File: src/design/ranging_burst_statistics_defines.svh
// Assertion macros used by the ranging burst statistics sequencer (rbs_ctrl).
`ifndef RANGING_BURST_STATISTICS_DEFINES_SVH
`define RANGING_BURST_STATISTICS_DEFINES_SVH

// Checks that the consequent holds in the same cycle as the antecedent.
`define RBS_ASSERT_NOW(name, clk, rst, ante, cons, msg) \
   name: assert property (@(posedge clk) disable iff (rst) (ante) |-> (cons)) \
      else $error(msg);

// Checks that the consequent holds in the cycle after the antecedent.
`define RBS_ASSERT_NEXT(name, clk, rst, ante, cons, msg) \
   name: assert property (@(posedge clk) disable iff (rst) (ante) |=> (cons)) \
      else $error(msg);

`endif

File: src/design/rbs_pkg.sv
// Shared types, constants and the RSSI distance table for the burst statistics block.
package rbs_pkg;

   localparam int TOF_W             = 24;
   localparam int IDX_W             = 7;
   localparam int MEAN_W            = 24;
   localparam int STD_W             = 24;
   localparam int DIST_W            = 19;
   localparam int RDIST_W           = 19;
   localparam int ERR_W             = 7;
   localparam int ROM_W             = 19;
   localparam int MAX_BURST_DEFAULT = 32;

   localparam logic [IDX_W-1:0] ROM_LAST = 7'd108;

   // RSSI index to distance in centimeters.
   localparam logic [ROM_W-1:0] RSSI_CM_ROM [0:108] = '{
      19'd502377, 19'd447744, 19'd399052, 19'd355656, 19'd316979, 19'd282508,
      19'd251785, 19'd224404, 19'd200000, 19'd178250, 19'd158866, 19'd141589,
      19'd126191, 19'd112468, 19'd100237, 19'd89337,  19'd79621,  19'd70963,
      19'd63246,  19'd56368,  19'd50238,  19'd44774,  19'd39905,  19'd35566,
      19'd31698,  19'd28251,  19'd25179,  19'd22440,  19'd20000,  19'd17825,
      19'd15887,  19'd14159,  19'd12619,  19'd11247,  19'd10024,  19'd8934,
      19'd7962,   19'd7096,   19'd6325,   19'd5637,   19'd5024,   19'd4477,
      19'd3991,   19'd3557,   19'd3170,   19'd2825,   19'd2518,   19'd2244,
      19'd2000,   19'd1783,   19'd1589,   19'd1416,   19'd1262,   19'd1125,
      19'd1002,   19'd893,    19'd796,    19'd710,    19'd632,    19'd564,
      19'd502,    19'd448,    19'd399,    19'd356,    19'd317,    19'd283,
      19'd252,    19'd224,    19'd200,    19'd178,    19'd159,    19'd142,
      19'd126,    19'd112,    19'd100,    19'd89,     19'd80,     19'd71,
      19'd63,     19'd56,     19'd50,     19'd45,     19'd40,     19'd36,
      19'd32,     19'd28,     19'd25,     19'd22,     19'd20,     19'd18,
      19'd16,     19'd14,     19'd13,     19'd11,     19'd10,     19'd9,
      19'd8,      19'd7,      19'd6,      19'd6,      19'd5,      19'd4,
      19'd4,      19'd4,      19'd3,      19'd3,      19'd3,      19'd2,
      19'd2
   };

   typedef enum logic [3:0] {
      S_IDLE,
      S_ACCUM,
      S_VMUL,
      S_VSUB,
      S_SQRT,
      S_DSTD,
      S_DMEAN,
      S_MUL3,
      S_DDIST,
      S_DRSSI,
      S_DONE
   } state_type;

   typedef struct packed {
      state_type phase;
      logic      load;
      logic      clear;
   } ctrl_type;

   typedef struct packed {
      logic close;
      logic none_ok;
   } accum_status_type;

   function automatic logic [ROM_W-1:0] rom_lookup(input logic [IDX_W-1:0] idx);
      logic [IDX_W-1:0] sat;
      sat = (idx > ROM_LAST) ? ROM_LAST : idx;
      return RSSI_CM_ROM[sat];
   endfunction

endpackage

File: src/design/rbs_alu.sv
// Shared adder and subtractor used by every step of the statistics sequence.
module rbs_alu #(
   parameter int W = 58
) (
   input  logic [W-1:0] a,
   input  logic [W-1:0] b,
   input  logic         sub,
   output logic [W-1:0] result,
   output logic         carry
);

   logic [W-1:0] b_eff;

   assign b_eff = sub ? ~b : b;

   // With subtraction the carry out is set exactly when a is not below b.
   assign {carry, result} = {1'b0, a} + {1'b0, b_eff} + {{W{1'b0}}, sub};

endmodule

File: src/design/rbs_accum.sv
// Input capture and burst accumulators: counts, ToF sum, square sum and RSSI distance sum.
module rbs_accum #(
   parameter int MAX_BURST = 32,
   parameter int CNT_W     = 6,
   parameter int SUM_W     = 30,
   parameter int SQ_W      = 52,
   parameter int RSSI_W    = 26
) (
   input  logic                              clock,
   input  logic                              reset,
   input  logic                              accept,
   input  logic signed [rbs_pkg::TOF_W-1:0]  req_tof_ps,
   input  logic [rbs_pkg::IDX_W-1:0]         req_local_rssi,
   input  logic [rbs_pkg::IDX_W-1:0]         req_remote_rssi,
   input  logic                              req_reading_ok,
   input  logic                              req_last_reading,
   input  rbs_pkg::ctrl_type                 ctrl,
   output rbs_pkg::accum_status_type         status,
   output logic [CNT_W-1:0]                  ok_count,
   output logic [CNT_W-1:0]                  fail_count,
   output logic signed [SUM_W-1:0]           tof_sum,
   output logic [SQ_W-1:0]                   tof_square_sum,
   output logic [RSSI_W-1:0]                 rssi_sum
);
   import rbs_pkg::*;

   logic signed [TOF_W-1:0]   tof_ff;
   logic [IDX_W-1:0]          local_ff;
   logic [IDX_W-1:0]          remote_ff;
   logic                      ok_ff;
   logic                      last_ff;

   logic [CNT_W-1:0]          ok_count_ff,  ok_count_in;
   logic [CNT_W-1:0]          fail_count_ff, fail_count_in;
   logic signed [SUM_W-1:0]   tof_sum_ff,   tof_sum_in;
   logic [SQ_W-1:0]           square_sum_ff, square_sum_in;
   logic [RSSI_W-1:0]         rssi_sum_ff,  rssi_sum_in;

   logic signed [2*TOF_W-1:0] square;
   logic [ROM_W:0]            rom_pair;
   logic [CNT_W:0]            total;

   always_ff @(posedge clock) begin
      if (accept) begin
         tof_ff    <= req_tof_ps;
         local_ff  <= req_local_rssi;
         remote_ff <= req_remote_rssi;
         ok_ff     <= req_reading_ok;
         last_ff   <= req_last_reading;
      end
   end

   assign square   = tof_ff * tof_ff;
   assign rom_pair = {1'b0, rom_lookup(local_ff)} + {1'b0, rom_lookup(remote_ff)};

   always_comb begin
      ok_count_in   = ok_count_ff;
      fail_count_in = fail_count_ff;
      tof_sum_in    = tof_sum_ff;
      square_sum_in = square_sum_ff;
      rssi_sum_in   = rssi_sum_ff;
      if (ok_ff) begin
         ok_count_in   = ok_count_ff + CNT_W'(1);
         tof_sum_in    = tof_sum_ff + SUM_W'(tof_ff);
         square_sum_in = square_sum_ff + SQ_W'($unsigned(square));
         rssi_sum_in   = rssi_sum_ff + RSSI_W'(rom_pair);
      end else begin
         fail_count_in = fail_count_ff + CNT_W'(1);
      end
   end

   // A burst also closes when its reading count reaches the burst limit.
   assign total          = {1'b0, ok_count_in} + {1'b0, fail_count_in};
   assign status.close   = last_ff || (total >= (CNT_W + 1)'(MAX_BURST));
   assign status.none_ok = (ok_count_in == '0);

   always_ff @(posedge clock) begin
      if (reset || ctrl.clear) begin
         ok_count_ff   <= '0;
         fail_count_ff <= '0;
         tof_sum_ff    <= '0;
         square_sum_ff <= '0;
         rssi_sum_ff   <= '0;
      end else if (ctrl.phase == S_ACCUM) begin
         ok_count_ff   <= ok_count_in;
         fail_count_ff <= fail_count_in;
         tof_sum_ff    <= tof_sum_in;
         square_sum_ff <= square_sum_in;
         rssi_sum_ff   <= rssi_sum_in;
      end
   end

   assign ok_count       = ok_count_ff;
   assign fail_count     = fail_count_ff;
   assign tof_sum        = tof_sum_ff;
   assign tof_square_sum = square_sum_ff;
   assign rssi_sum       = rssi_sum_ff;

endmodule

File: src/design/rbs_datapath.sv
// Statistics datapath: multiply, square root and divide steps on one shared adder.
module rbs_datapath #(
   parameter int CNT_W  = 6,
   parameter int SUM_W  = 30,
   parameter int SQ_W   = 52,
   parameter int RSSI_W = 26,
   parameter int MAG_W  = 29,
   parameter int VW     = 58,
   parameter int RW     = 29
) (
   input  logic                                clock,
   input  rbs_pkg::ctrl_type                   ctrl,
   input  logic [CNT_W-1:0]                    ok_count,
   input  logic [CNT_W-1:0]                    fail_count,
   input  logic signed [SUM_W-1:0]             tof_sum,
   input  logic [SQ_W-1:0]                     tof_square_sum,
   input  logic [RSSI_W-1:0]                   rssi_sum,
   output logic signed [rbs_pkg::MEAN_W-1:0]   rsp_tof_mean_ps,
   output logic [rbs_pkg::STD_W-1:0]           rsp_tof_std_dev_ps,
   output logic signed [rbs_pkg::DIST_W-1:0]   rsp_tof_distance_cm,
   output logic [rbs_pkg::RDIST_W-1:0]         rsp_rssi_distance_cm,
   output logic [rbs_pkg::ERR_W-1:0]           rsp_error_count
);
   import rbs_pkg::*;

   localparam int D100_W = CNT_W + 7;

   logic [VW-1:0]           acc_ff;
   logic [VW-1:0]           opnd_ff;
   logic [VW-1:0]           bits_ff;
   logic [RW-1:0]           root_ff;
   logic [MEAN_W-1:0]       mean_ff;
   logic [STD_W-1:0]        stdv_ff;
   logic [DIST_W-1:0]       dist_ff;

   logic [MEAN_W-1:0]       mean_out_ff;
   logic [STD_W-1:0]        stdv_out_ff;
   logic [DIST_W-1:0]       dist_out_ff;
   logic [RDIST_W-1:0]      rdist_out_ff;
   logic [ERR_W-1:0]        err_out_ff;

   logic                    neg;
   logic signed [SUM_W-1:0] sum_abs;
   logic [MAG_W-1:0]        mag;
   logic [D100_W-1:0]       d100;
   logic [MEAN_W-1:0]       mean_q;
   logic [DIST_W-1:0]       dist_q;
   logic                    none_ok;

   logic [VW-1:0]           alu_a;
   logic [VW-1:0]           alu_b;
   logic                    alu_sub;
   logic [VW-1:0]           alu_res;
   logic                    alu_carry;

   assign neg     = tof_sum[SUM_W-1];
   assign sum_abs = neg ? -tof_sum : tof_sum;
   assign mag     = MAG_W'($unsigned(sum_abs));
   assign d100    = D100_W'(ok_count) * D100_W'(100);
   assign mean_q  = bits_ff[MEAN_W-1:0];
   assign dist_q  = bits_ff[DIST_W-1:0];
   assign none_ok = (ok_count == '0);

   always_comb begin
      case (ctrl.phase)
         S_VMUL, S_MUL3: begin
            alu_a   = acc_ff;
            alu_b   = bits_ff[0] ? opnd_ff : '0;
            alu_sub = 1'b0;
         end
         S_VSUB: begin
            alu_a   = acc_ff;
            alu_b   = bits_ff[0] ? opnd_ff : '0;
            alu_sub = 1'b1;
         end
         S_SQRT: begin
            // Bring down the next two radicand bits and try 4*root + 1.
            alu_a   = {acc_ff[VW-3:0], bits_ff[VW-1:VW-2]};
            alu_b   = VW'({root_ff, 2'b01});
            alu_sub = 1'b1;
         end
         default: begin
            // Restoring division: bring down one dividend bit, try the divisor.
            alu_a   = {acc_ff[VW-2:0], bits_ff[VW-1]};
            alu_b   = opnd_ff;
            alu_sub = 1'b1;
         end
      endcase
   end

   rbs_alu #(
      .W (VW)
   ) u_alu (
      .a      (alu_a),
      .b      (alu_b),
      .sub    (alu_sub),
      .result (alu_res),
      .carry  (alu_carry)
   );

   always_ff @(posedge clock) begin
      if (ctrl.load) begin
         case (ctrl.phase)
            S_VMUL: begin
               acc_ff  <= '0;
               opnd_ff <= VW'(tof_square_sum);
               bits_ff <= VW'(ok_count);
            end
            S_VSUB: begin
               opnd_ff <= VW'(mag);
               bits_ff <= VW'(mag);
            end
            S_SQRT: begin
               bits_ff <= acc_ff;
               acc_ff  <= '0;
               root_ff <= '0;
            end
            S_DSTD: begin
               bits_ff <= VW'(root_ff) << (VW - RW);
               acc_ff  <= '0;
               opnd_ff <= VW'(ok_count);
            end
            S_DMEAN: begin
               stdv_ff <= bits_ff[STD_W-1:0];
               bits_ff <= VW'(mag) << (VW - MAG_W);
               acc_ff  <= '0;
               opnd_ff <= VW'(ok_count);
            end
            S_MUL3: begin
               mean_ff <= neg ? -mean_q : mean_q;
               acc_ff  <= '0;
               opnd_ff <= VW'(mag);
               bits_ff <= VW'(2'd3);
            end
            S_DDIST: begin
               bits_ff <= acc_ff << (VW - MAG_W - 2);
               acc_ff  <= '0;
               opnd_ff <= VW'(d100);
            end
            S_DRSSI: begin
               dist_ff <= neg ? -dist_q : dist_q;
               bits_ff <= VW'(rssi_sum) << (VW - RSSI_W);
               acc_ff  <= '0;
               opnd_ff <= VW'(ok_count);
            end
            default: begin
            end
         endcase
      end else begin
         case (ctrl.phase)
            S_VMUL, S_VSUB, S_MUL3: begin
               acc_ff  <= alu_res;
               opnd_ff <= opnd_ff << 1;
               bits_ff <= bits_ff >> 1;
            end
            S_SQRT: begin
               acc_ff  <= alu_carry ? alu_res : alu_a;
               root_ff <= {root_ff[RW-2:0], alu_carry};
               bits_ff <= bits_ff << 2;
            end
            S_DSTD, S_DMEAN, S_DDIST, S_DRSSI: begin
               acc_ff  <= alu_carry ? alu_res : alu_a;
               bits_ff <= {bits_ff[VW-2:0], alu_carry};
            end
            default: begin
            end
         endcase
      end
   end

   // Halving the quotient by the count gives the floor over both RSSI values.
   always_ff @(posedge clock) begin
      if (ctrl.phase == S_DONE) begin
         mean_out_ff  <= none_ok ? '0 : mean_ff;
         stdv_out_ff  <= none_ok ? '0 : stdv_ff;
         dist_out_ff  <= none_ok ? '0 : dist_ff;
         rdist_out_ff <= none_ok ? '0 : bits_ff[RDIST_W:1];
         err_out_ff   <= ERR_W'(fail_count);
      end
   end

   assign rsp_tof_mean_ps      = $signed(mean_out_ff);
   assign rsp_tof_std_dev_ps   = stdv_out_ff;
   assign rsp_tof_distance_cm  = $signed(dist_out_ff);
   assign rsp_rssi_distance_cm = rdist_out_ff;
   assign rsp_error_count      = err_out_ff;

endmodule

File: src/design/rbs_ctrl.sv
// Sequencer that steps the shared datapath through the per-burst statistics.
`include "ranging_burst_statistics_defines.svh"

module rbs_ctrl #(
   parameter int CNT_W  = 6,
   parameter int MAG_W  = 29,
   parameter int RW     = 29,
   parameter int RSSI_W = 26,
   parameter int STEP_W = 6
) (
   input  logic                      clock,
   input  logic                      reset,
   input  logic                      start,
   input  rbs_pkg::accum_status_type status,
   output logic                      busy,
   output rbs_pkg::ctrl_type         ctrl,
   output logic                      rsp_strobe
);
   import rbs_pkg::*;

   state_type         state_ff, state_in;
   logic [STEP_W-1:0] count_ff, count_in;
   logic              strobe_ff, strobe_in;
   logic [STEP_W-1:0] limit;
   logic              computing;

   assign computing = state_ff inside {S_VMUL, S_VSUB, S_SQRT, S_DSTD,
                                       S_DMEAN, S_MUL3, S_DDIST, S_DRSSI};

   // Number of shared-unit steps in each phase, after its load cycle.
   always_comb begin
      case (state_ff)
         S_VMUL:          limit = STEP_W'(CNT_W);
         S_VSUB, S_DMEAN: limit = STEP_W'(MAG_W);
         S_SQRT, S_DSTD:  limit = STEP_W'(RW);
         S_MUL3:          limit = STEP_W'(2);
         S_DDIST:         limit = STEP_W'(MAG_W + 2);
         S_DRSSI:         limit = STEP_W'(RSSI_W);
         default:         limit = '0;
      endcase
   end

   always_ff @(posedge clock) begin
      if (reset) begin
         state_ff  <= S_IDLE;
         count_ff  <= '0;
         strobe_ff <= 1'b0;
      end else begin
         state_ff  <= state_in;
         count_ff  <= count_in;
         strobe_ff <= strobe_in;
      end
   end

   always_comb begin
      state_in   = state_ff;
      count_in   = '0;
      strobe_in  = 1'b0;
      busy       = (state_ff != S_IDLE);
      ctrl.phase = state_ff;
      ctrl.load  = computing && (count_ff == '0);
      ctrl.clear = (state_ff == S_DONE);
      case (state_ff)
         S_IDLE: begin
            if (start) begin
               state_in = S_ACCUM;
            end
         end
         S_ACCUM: begin
            if (status.close) begin
               state_in = status.none_ok ? S_DONE : S_VMUL;
            end else begin
               state_in = S_IDLE;
            end
         end
         S_DONE: begin
            state_in  = S_IDLE;
            strobe_in = 1'b1;
         end
         default: begin
            if (count_ff == limit) begin
               case (state_ff)
                  S_VMUL:  state_in = S_VSUB;
                  S_VSUB:  state_in = S_SQRT;
                  S_SQRT:  state_in = S_DSTD;
                  S_DSTD:  state_in = S_DMEAN;
                  S_DMEAN: state_in = S_MUL3;
                  S_MUL3:  state_in = S_DDIST;
                  S_DDIST: state_in = S_DRSSI;
                  default: state_in = S_DONE;
               endcase
            end else begin
               count_in = count_ff + STEP_W'(1);
            end
         end
      endcase
   end

   assign rsp_strobe = strobe_ff;

   `RBS_ASSERT_NEXT(a_accept_enters_accum, clock, reset, start && !busy, state_ff == S_ACCUM, "accepted item did not start accumulation")
   `RBS_ASSERT_NOW(a_strobe_follows_done, clock, reset, strobe_ff, $past(state_ff) == S_DONE, "result strobe without a finished burst")
   `RBS_ASSERT_NEXT(a_strobe_single, clock, reset, strobe_ff, !strobe_ff, "result strobe repeated")
   `RBS_ASSERT_NOW(a_count_in_range, clock, reset, 1'b1, count_ff <= limit, "step count ran past its phase")

endmodule

File: src/design/ranging_burst_statistics.sv
// Top level of the ranging burst statistics block.
//
//  channel   ports                                      handshake
//  -------   -----------------------------------------  ------------------------------
//  request   req_tof_ps, req_local_rssi, req_remote_rssi, taken when start && !busy
//            req_reading_ok, req_last_reading
//  response  rsp_tof_mean_ps, rsp_tof_std_dev_ps,       one-cycle rsp_strobe, no stall
//            rsp_tof_distance_cm, rsp_rssi_distance_cm,
//            rsp_error_count
//
// A reading that does not close its burst is taken in the idle state and added in the
// accumulation state, which has its own 24x24 squarer.
// A closing reading with successes runs eight phases on one shared adder, each a load
// followed by its shift-and-add or shift-and-subtract steps, then the done state raises
// rsp_strobe. A closing reading with no success goes from the accumulation state
// straight to the done state, which raises rsp_strobe.
// Reset is synchronous and clears the sequencer and accumulators; the result has no stall.
module ranging_burst_statistics #(
   parameter int MAX_BURST = rbs_pkg::MAX_BURST_DEFAULT
) (
   input  logic                                clock,
   input  logic                                reset,
   input  logic                                start,
   output logic                                busy,
   input  logic signed [rbs_pkg::TOF_W-1:0]    req_tof_ps,
   input  logic [rbs_pkg::IDX_W-1:0]           req_local_rssi,
   input  logic [rbs_pkg::IDX_W-1:0]           req_remote_rssi,
   input  logic                                req_reading_ok,
   input  logic                                req_last_reading,
   output logic                                rsp_strobe,
   output logic signed [rbs_pkg::MEAN_W-1:0]   rsp_tof_mean_ps,
   output logic [rbs_pkg::STD_W-1:0]           rsp_tof_std_dev_ps,
   output logic signed [rbs_pkg::DIST_W-1:0]   rsp_tof_distance_cm,
   output logic [rbs_pkg::RDIST_W-1:0]         rsp_rssi_distance_cm,
   output logic [rbs_pkg::ERR_W-1:0]           rsp_error_count
);
   import rbs_pkg::*;

   localparam int CNT_W  = $clog2(MAX_BURST + 1);
   localparam int SUM_W  = TOF_W + CNT_W;
   localparam int MAG_W  = SUM_W - 1;
   localparam int SQ_W   = 2 * (TOF_W - 1) + CNT_W;
   localparam int RSSI_W = ROM_W + 1 + CNT_W;
   localparam int VW     = ((SQ_W + CNT_W + 1) / 2) * 2;
   localparam int RW     = VW / 2;
   localparam int STEP_W = $clog2(VW + 1);

   ctrl_type                ctrl;
   accum_status_type        status;
   logic                    accept;
   logic [CNT_W-1:0]        ok_count;
   logic [CNT_W-1:0]        fail_count;
   logic signed [SUM_W-1:0] tof_sum;
   logic [SQ_W-1:0]         tof_square_sum;
   logic [RSSI_W-1:0]       rssi_sum;

   assign accept = start && !busy;

   rbs_accum #(
      .MAX_BURST (MAX_BURST),
      .CNT_W     (CNT_W),
      .SUM_W     (SUM_W),
      .SQ_W      (SQ_W),
      .RSSI_W    (RSSI_W)
   ) u_accum (
      .clock            (clock),
      .reset            (reset),
      .accept           (accept),
      .req_tof_ps       (req_tof_ps),
      .req_local_rssi   (req_local_rssi),
      .req_remote_rssi  (req_remote_rssi),
      .req_reading_ok   (req_reading_ok),
      .req_last_reading (req_last_reading),
      .ctrl             (ctrl),
      .status           (status),
      .ok_count         (ok_count),
      .fail_count       (fail_count),
      .tof_sum          (tof_sum),
      .tof_square_sum   (tof_square_sum),
      .rssi_sum         (rssi_sum)
   );

   rbs_datapath #(
      .CNT_W  (CNT_W),
      .SUM_W  (SUM_W),
      .SQ_W   (SQ_W),
      .RSSI_W (RSSI_W),
      .MAG_W  (MAG_W),
      .VW     (VW),
      .RW     (RW)
   ) u_datapath (
      .clock                (clock),
      .ctrl                 (ctrl),
      .ok_count             (ok_count),
      .fail_count           (fail_count),
      .tof_sum              (tof_sum),
      .tof_square_sum       (tof_square_sum),
      .rssi_sum             (rssi_sum),
      .rsp_tof_mean_ps      (rsp_tof_mean_ps),
      .rsp_tof_std_dev_ps   (rsp_tof_std_dev_ps),
      .rsp_tof_distance_cm  (rsp_tof_distance_cm),
      .rsp_rssi_distance_cm (rsp_rssi_distance_cm),
      .rsp_error_count      (rsp_error_count)
   );

   rbs_ctrl #(
      .CNT_W  (CNT_W),
      .MAG_W  (MAG_W),
      .RW     (RW),
      .RSSI_W (RSSI_W),
      .STEP_W (STEP_W)
   ) u_ctrl (
      .clock      (clock),
      .reset      (reset),
      .start      (start),
      .status     (status),
      .busy       (busy),
      .ctrl       (ctrl),
      .rsp_strobe (rsp_strobe)
   );

endmodule

File: config.mk
export PLATFORM = sky130hd
export DESIGN_NAME = ranging_burst_statistics
export DESIGN_NICKNAME = d
export VERILOG_FILES = /design/src/design/rbs_pkg.sv /design/src/design/rbs_alu.sv /design/src/design/rbs_accum.sv /design/src/design/rbs_datapath.sv /design/src/design/rbs_ctrl.sv /design/src/design/ranging_burst_statistics.sv
export VERILOG_INCLUDE_DIRS = /design/src /design/src/design
export SDC_FILE = /design/constraint.sdc
export NUM_CORES = 2
export LEC_CHECK = 0
export BUFFER_PORTS_ARGS = -buffer_cell sky130_fd_sc_hd__buf_2
export CAP_MARGIN = 20
export CORE_AREA = 3 3 329 331
export CTS_CLUSTER_DIAMETER = 40
export DETAILED_ROUTE_END_ITERATION = 10
export DIE_AREA = 0 0 332 334
export PLACE_DENSITY = 0.71
export SKIP_CTS_REPAIR_TIMING = 1
export SLEW_MARGIN = 10
export SYNTH_ARGS = -nofsm -noshare
export SYNTH_HDL_FRONTEND = slang
export SYNTH_SLANG_ARGS = --single-unit
File: constraint.sdc
create_clock -name clock -period 11.7 [get_ports clock]
set_input_delay 2.34 -clock clock [delete_from_list [all_inputs] [get_ports clock]]
set_output_delay 2.34 -clock clock [all_outputs]
set_load 0.02 [all_outputs]
# Word-level counts from Yosys, hierarchy flattened
# Memory sizes are Yosys's and may differ from the RTL's. A register that Yosys moved wholly into a read port is not among the register bits.
# Cells that the tools add are included.
# word_totals
ff_bits,533
romBits,4944
in_bits,43
elab_cells,135
n_memories,3
# classes
n_addsub,13
mul,2
order_cmp,5
n_eq_ne,15
mux,38
bitwise_logic,3
reduce_logical,31
# mem_list
memory,depth,word_bits,rd,rd_ports_with_merged_regs,write_ports,line_no,rtl
(no name shown),128,19,1,0,0,rbs_pkg.sv:67,return RSSI_CM_ROM[sat];
(no name shown),128,19,1,0,0,rbs_pkg.sv:67,
(no name shown),16,5,1,1,0,rbs_ctrl.sv:32,case (state_ff)
# ops
op,count
58-bit 2-to-1 mux,8
58-bit one-hot mux with 8 select lines,1
58-bit one-hot mux with 2 select lines,3
58-bit one-hot mux with 4 select lines,1
58-bit one-hot mux with 3 select lines,1
29-bit 2-to-1 mux,4
19-bit 2-to-1 mux,5
58-bit by 58-bit adder with 59-bit output,1
59-bit by 1-bit adder with 59-bit output,1
58-bit NOT,1
52-bit by 48-bit adder with 52-bit output,1
24-bit by 24-bit multiplier with 48-bit output,1
30-bit by 24-bit adder with 30-bit output,1
29-bit negator,1
4-bit one-hot mux with 7 select lines,1
26-bit by 20-bit adder with 26-bit output,1
24-bit 2-to-1 mux,1
4-bit 2-to-1 mux,6
24-bit negator,1
19-bit by 19-bit adder with 20-bit output,1
19-bit negator,1
6-bit by 1-bit adder with 6-bit output (second input constant),3
6-bit logical NOT,3
4-bit by 3-bit equality test with 1-bit output (second input constant),4
31 further kinds,55

# Longest topological paths before layout
# logic_depth
word_depth,10
ltp_mapped,40

# By module
# From an unflattened synthesis, not the netlist that was laid out.
# unflattened
hier_cells,6643
area_unflattened_um2,59817.4
# by_module_without_submodules
mod,n_inst,cells_per_inst,area_each_um2
rbs_accum,1,4133,34445.5
rbs_datapath,1,1801,20292.0
rbs_alu,1,606,4185.3
rbs_ctrl,1,102,880.8
ranging_burst_statistics,1,1,13.8

# Least setup slack after synthesis
# OpenSTA, ideal clock, no wires.
# synth_path
kind,register to register
start,register u_accum.tof_ff[23]
end,register u_accum.square_sum_ff[48] (netlist: u_accum.tof_square_sum[48])
arrival_ns,9.411
t_required_ns,11.568
setup_slack_ns,2.157
path_stages_with_launch,36
n_path_buf,4
synth_period_minus_slack_ns,9.543
cell_sequence,edfxtp_1 clkbuf_1 clkbuf_1 clkbuf_1 nand2_1 inv_1 fa_1 fa_1 inv_1 fa_1 inv_1 fa_1 fa_1 fa_1 fa_1 ha_1 a21o_1 a21o_1 a21o_1 a21o_1 a21o_1 or3_1 a31oi_1 nor2_1 xnor2_1 ha_1 clkbuf_1 a21o_1 a21o_1 a21oi_1 o21ai_0 a21o_1 a21oi_1 o31a_1 or3_1 a21oi_1
# synth_via
elab_chain_len,2
# synth_lines
element,line_no,rtl
start: declaration,rbs_accum.sv:27,logic signed [TOF_W-1:0] tof_ff;
start signal: assignment,rbs_accum.sv:45,tof_ff <= req_tof_ps;
24-bit by 24-bit multiplier with 48-bit output,rbs_accum.sv:53,assign square = tof_ff * tof_ff;
52-bit by 48-bit adder with 52-bit output,rbs_accum.sv:65,square_sum_in = square_sum_ff + SQ_W'($unsigned(square));
end signal: assignment,rbs_accum.sv:88,square_sum_ff <= square_sum_in;
end: declaration,rbs_accum.sv:36,"logic [SQ_W-1:0] square_sum_ff, square_sum_in;"
# Every way passes these cells.
# A chain may end at the register's enable or synchronous reset.

# Worst setup path in the final report
# layout_path
start,register u_accum.tof_ff[13]
end,register u_accum.square_sum_ff[49] (netlist: u_accum.tof_square_sum[49])
# The elaborated chain is that of the path after synthesis.

==> flow_summary.ini <==
[synthesis]
synth_nets = 7541
ys_seq_area_share_pct = 25.6
netlist-cell-type-count = 102
synth_edf_count = 402
syn-cell-area_sq_um = 57800
async_reset_ff_share_pct = 0
postSynthCellCount = 6546
synth_warnings = 0
syn_area_per_cell_sq_um = 8.83
ys_ff_latch = 537
synthFlopType = edfxtp_1

[clock_network]
cts_htree_levels = 3
cts-root-buf = clkbuf_16
cts_made_buffers = 94
insertion_delay_ns = 0.71
clk_path_buf_depth = 3
cts_tree = done
clkSinkCount = 537
clk_pin_slew_ns = 0.05

[route]
totalWireLength_um = 176000
num_vias = 49000
vias_per_cell = 6.14
post_drt_wl_per_cell_um = 22.1
drtPass1Iterations = 8
ant_nets = 0
drcViolationCount = 0
drt_iter0_markers = 5689

[finish]
final_cell_mix = nand2_1 (909), inv_1 (804), fa_1 (582)
final_area_sq_um = 63000
layout_commonest_cell = nand2_1
area_delta_synth_final_pct = 9.07
fin_cells = 7980
final_core_util_pct = 59.8
nets = 7500
fillCellCount = 9131
drive_above_1_share_pct = 7.29

[global_routing]
gr-usage-all-layers_pct = 31.2
antenna_found_initial = 5
grt-ovfl-total = 0
grt_pass1_wl_um = 274000
grt_pass1_vias = 47500
grt_max_degree = 178

[die]
fp-row-count = 119
die_h_um = 334
die_w_um = 332
io_pins = 138
coreArea_sq_um = 105000
start_util_pct = 54.8
die_area_sq_um = 111000

[sta]
worstMarginPinSlew_ns = 1.05
fin_tns_setup_ns = 0
period_share_pct = 85.9
relSlewSlack_pct = 29.5
min_period_ns = 10.04
finClkSkew_ns = 0.0704
setup_viol = 0
slew_violations = 0
hold_viol = 0
rsz0062_at_grt = false
fmax_mhz = 99.6

[critical_path]
cp_max_fo = 18
rrSetupSlack_ns = 1.66
crit_top_cell = fa_1
endpoint = u_accum.tof_square_sum[49]
end_kind = flop
critPathLaunch = u_accum.tof_ff[13]
r2r-start = u_accum.tof_ff[13]
r2r-end = u_accum.tof_square_sum[49]
critical_path_class = reg2reg
worstPathArrival_ns = 10.57
start_kind = flop
cpPeakStageDelay_ns = 0.76
required_ns = 12.22
crit_slowest_cell = edfxtp_1
reg2reg_depth = 33

[place]
io_buffers = 136
dpl.hpwl_um = 133000
placed_cell_area_sq_um = 59600
routabilityCongestion = 0.954
dp_cells = 7800

[status]
status = complete, no violations

[job]
drv_cap = 0

[min_path]
hold_class = reg2reg
-- through the flow --
| step | setup slack [ns] | hold slack [ns] |
|---|---|---|
| 2_1_floorplan | 2.16 | 0.421 |
| 3_3_place_gp | 1.88 | 0.462 |
| 4_1_cts | 1.75 | 0.475 |
| 5_1_grt | 1.13 | 0.498 |
| 3_5_place_dp | 1.79 | 0.468 |
| 6_report | 1.66 | 0.476 |
-- final cells by class --
type / instances / area (sq um) / share of cell area (%)
Timing Repair Buffer: 229 / 1420 / 2.26
Clock buffer: 102 / 2420 / 3.84
Inverter: 809 / 3040 / 4.82
Sequential cell: 537 / 14800 / 23.4
Antenna cell: 4 / 10.0 / 0.0159
Multi-Input combinational cell: 4834 / 38700 / 61.3
Clock inverter: 74 / 982 / 1.56
Tap cell: 1391 / 1740 / 2.76
-- cells in the mapped netlist, types with 17 or more instances --
library cell  count  share of area [%]
a211oi_1         66               0.86
a21o_1           99                1.3
a21oi_1         473                4.1
a221oi_1         23               0.35
a222oi_1         33               0.57
a22o_1           58               0.88
a22oi_1          93                1.2
a31oi_1          69               0.75
and2_1          203                2.2
and3_1           34               0.37
buf_1            30               0.19
buf_2            31               0.27
clkbuf_1        294                1.9
dfxtp_1         135                4.7
edfxtp_1        402                 21
fa_1            582                 20
ha_1            370                8.0
inv_1           804                5.2
nand2_1         911                5.9
nand2b_1         38               0.41
nand3_1         116                1.0
nand4_1          56               0.61
nor2_1          353                2.3
nor2b_1          81               0.88
nor3_1           56               0.48
o211ai_1         51               0.66
o21a_1           39               0.51
o21ai_0         302                2.6
o21bai_1         30               0.39
o22ai_1          50               0.54
o31ai_1          32               0.42
or2_2            17               0.18
or3_1            37               0.40
xnor2_1         228                3.5
xor2_1          106                1.6
-- logic make-up (layout without fill, tap and decap cells) --
| group | after synthesis | in the layout | share of synthesized area (%) |
|---|---|---|---|
| simple gates | 1972 | 1972 | 15.7 |
| flops | 537 | 537 | 25.6 |
| buf+inv | 1175 | 1214 | 7.77 |
| other cells | 1 | 5 | 0.00649 |
| fa+ha+maj | 952 | 952 | 28.2 |
| compound gates | 1552 | 1552 | 17.3 |
| xor+xnor | 334 | 334 | 5.06 |
| mux | 23 | 23 | 0.452 |
-- per-layer routing --
metal / global-route usage [%] / part of all wire (%)
met5: 0 / 0
met4: 13.1 / 4.6
met3: 4.27 / 8.8
met2: 50.4 / 46
met1: 42.6 / 40
-- critical path: cells and delay by family, from the launching register on --
| kind | cells | cell delay, ns |
|---|---|---|
| adder cells (fa/ha/maj) | 9 | 4.30 |
| AO/OA/AOI/OAI | 12 | 2.94 |
| XOR/XNOR | 2 | 0.25 |
| buffers and inverters | 5 | 0.60 |
| AND/OR/NAND/NOR | 5 | 1.03 |
| flip-flops | 1 | 0.76 |
-- registers in the layout (all words and copies together) (netlist names), 26 cells and up --
register / flops
u_accum.rssi_sum: 26
u_accum.tof_square_sum: 52
u_accum.tof_sum: 30
u_datapath.acc_ff: 58
u_datapath.bits_ff: 58
u_datapath.opnd_ff: 58
u_datapath.root_ff: 29
-- worst min path at each step --
stage / from / to / slack, ns / cells after the start
after detailed placement: u_accum.tof_square_sum[6] / u_accum.tof_square_sum[6] / 0.47 / 2
after global routing: u_accum.tof_square_sum[6] / u_accum.tof_square_sum[6] / 0.50 / 2
after CTS: u_accum.tof_square_sum[6] / u_accum.tof_square_sum[6] / 0.48 / 2
after floorplan: u_datapath.bits_ff[11] / u_datapath.stdv_ff[11] / 0.42 / 0
after global placement: u_accum.rssi_sum[18] / u_accum.rssi_sum[18] / 0.46 / 2
final: u_accum.tof_square_sum[6] / u_accum.tof_square_sum[6] / 0.48 / 2
Power is left out: the tool's default activity adds up to more than one toggle a clock period on the data nets, which glitch-free logic cannot reach.
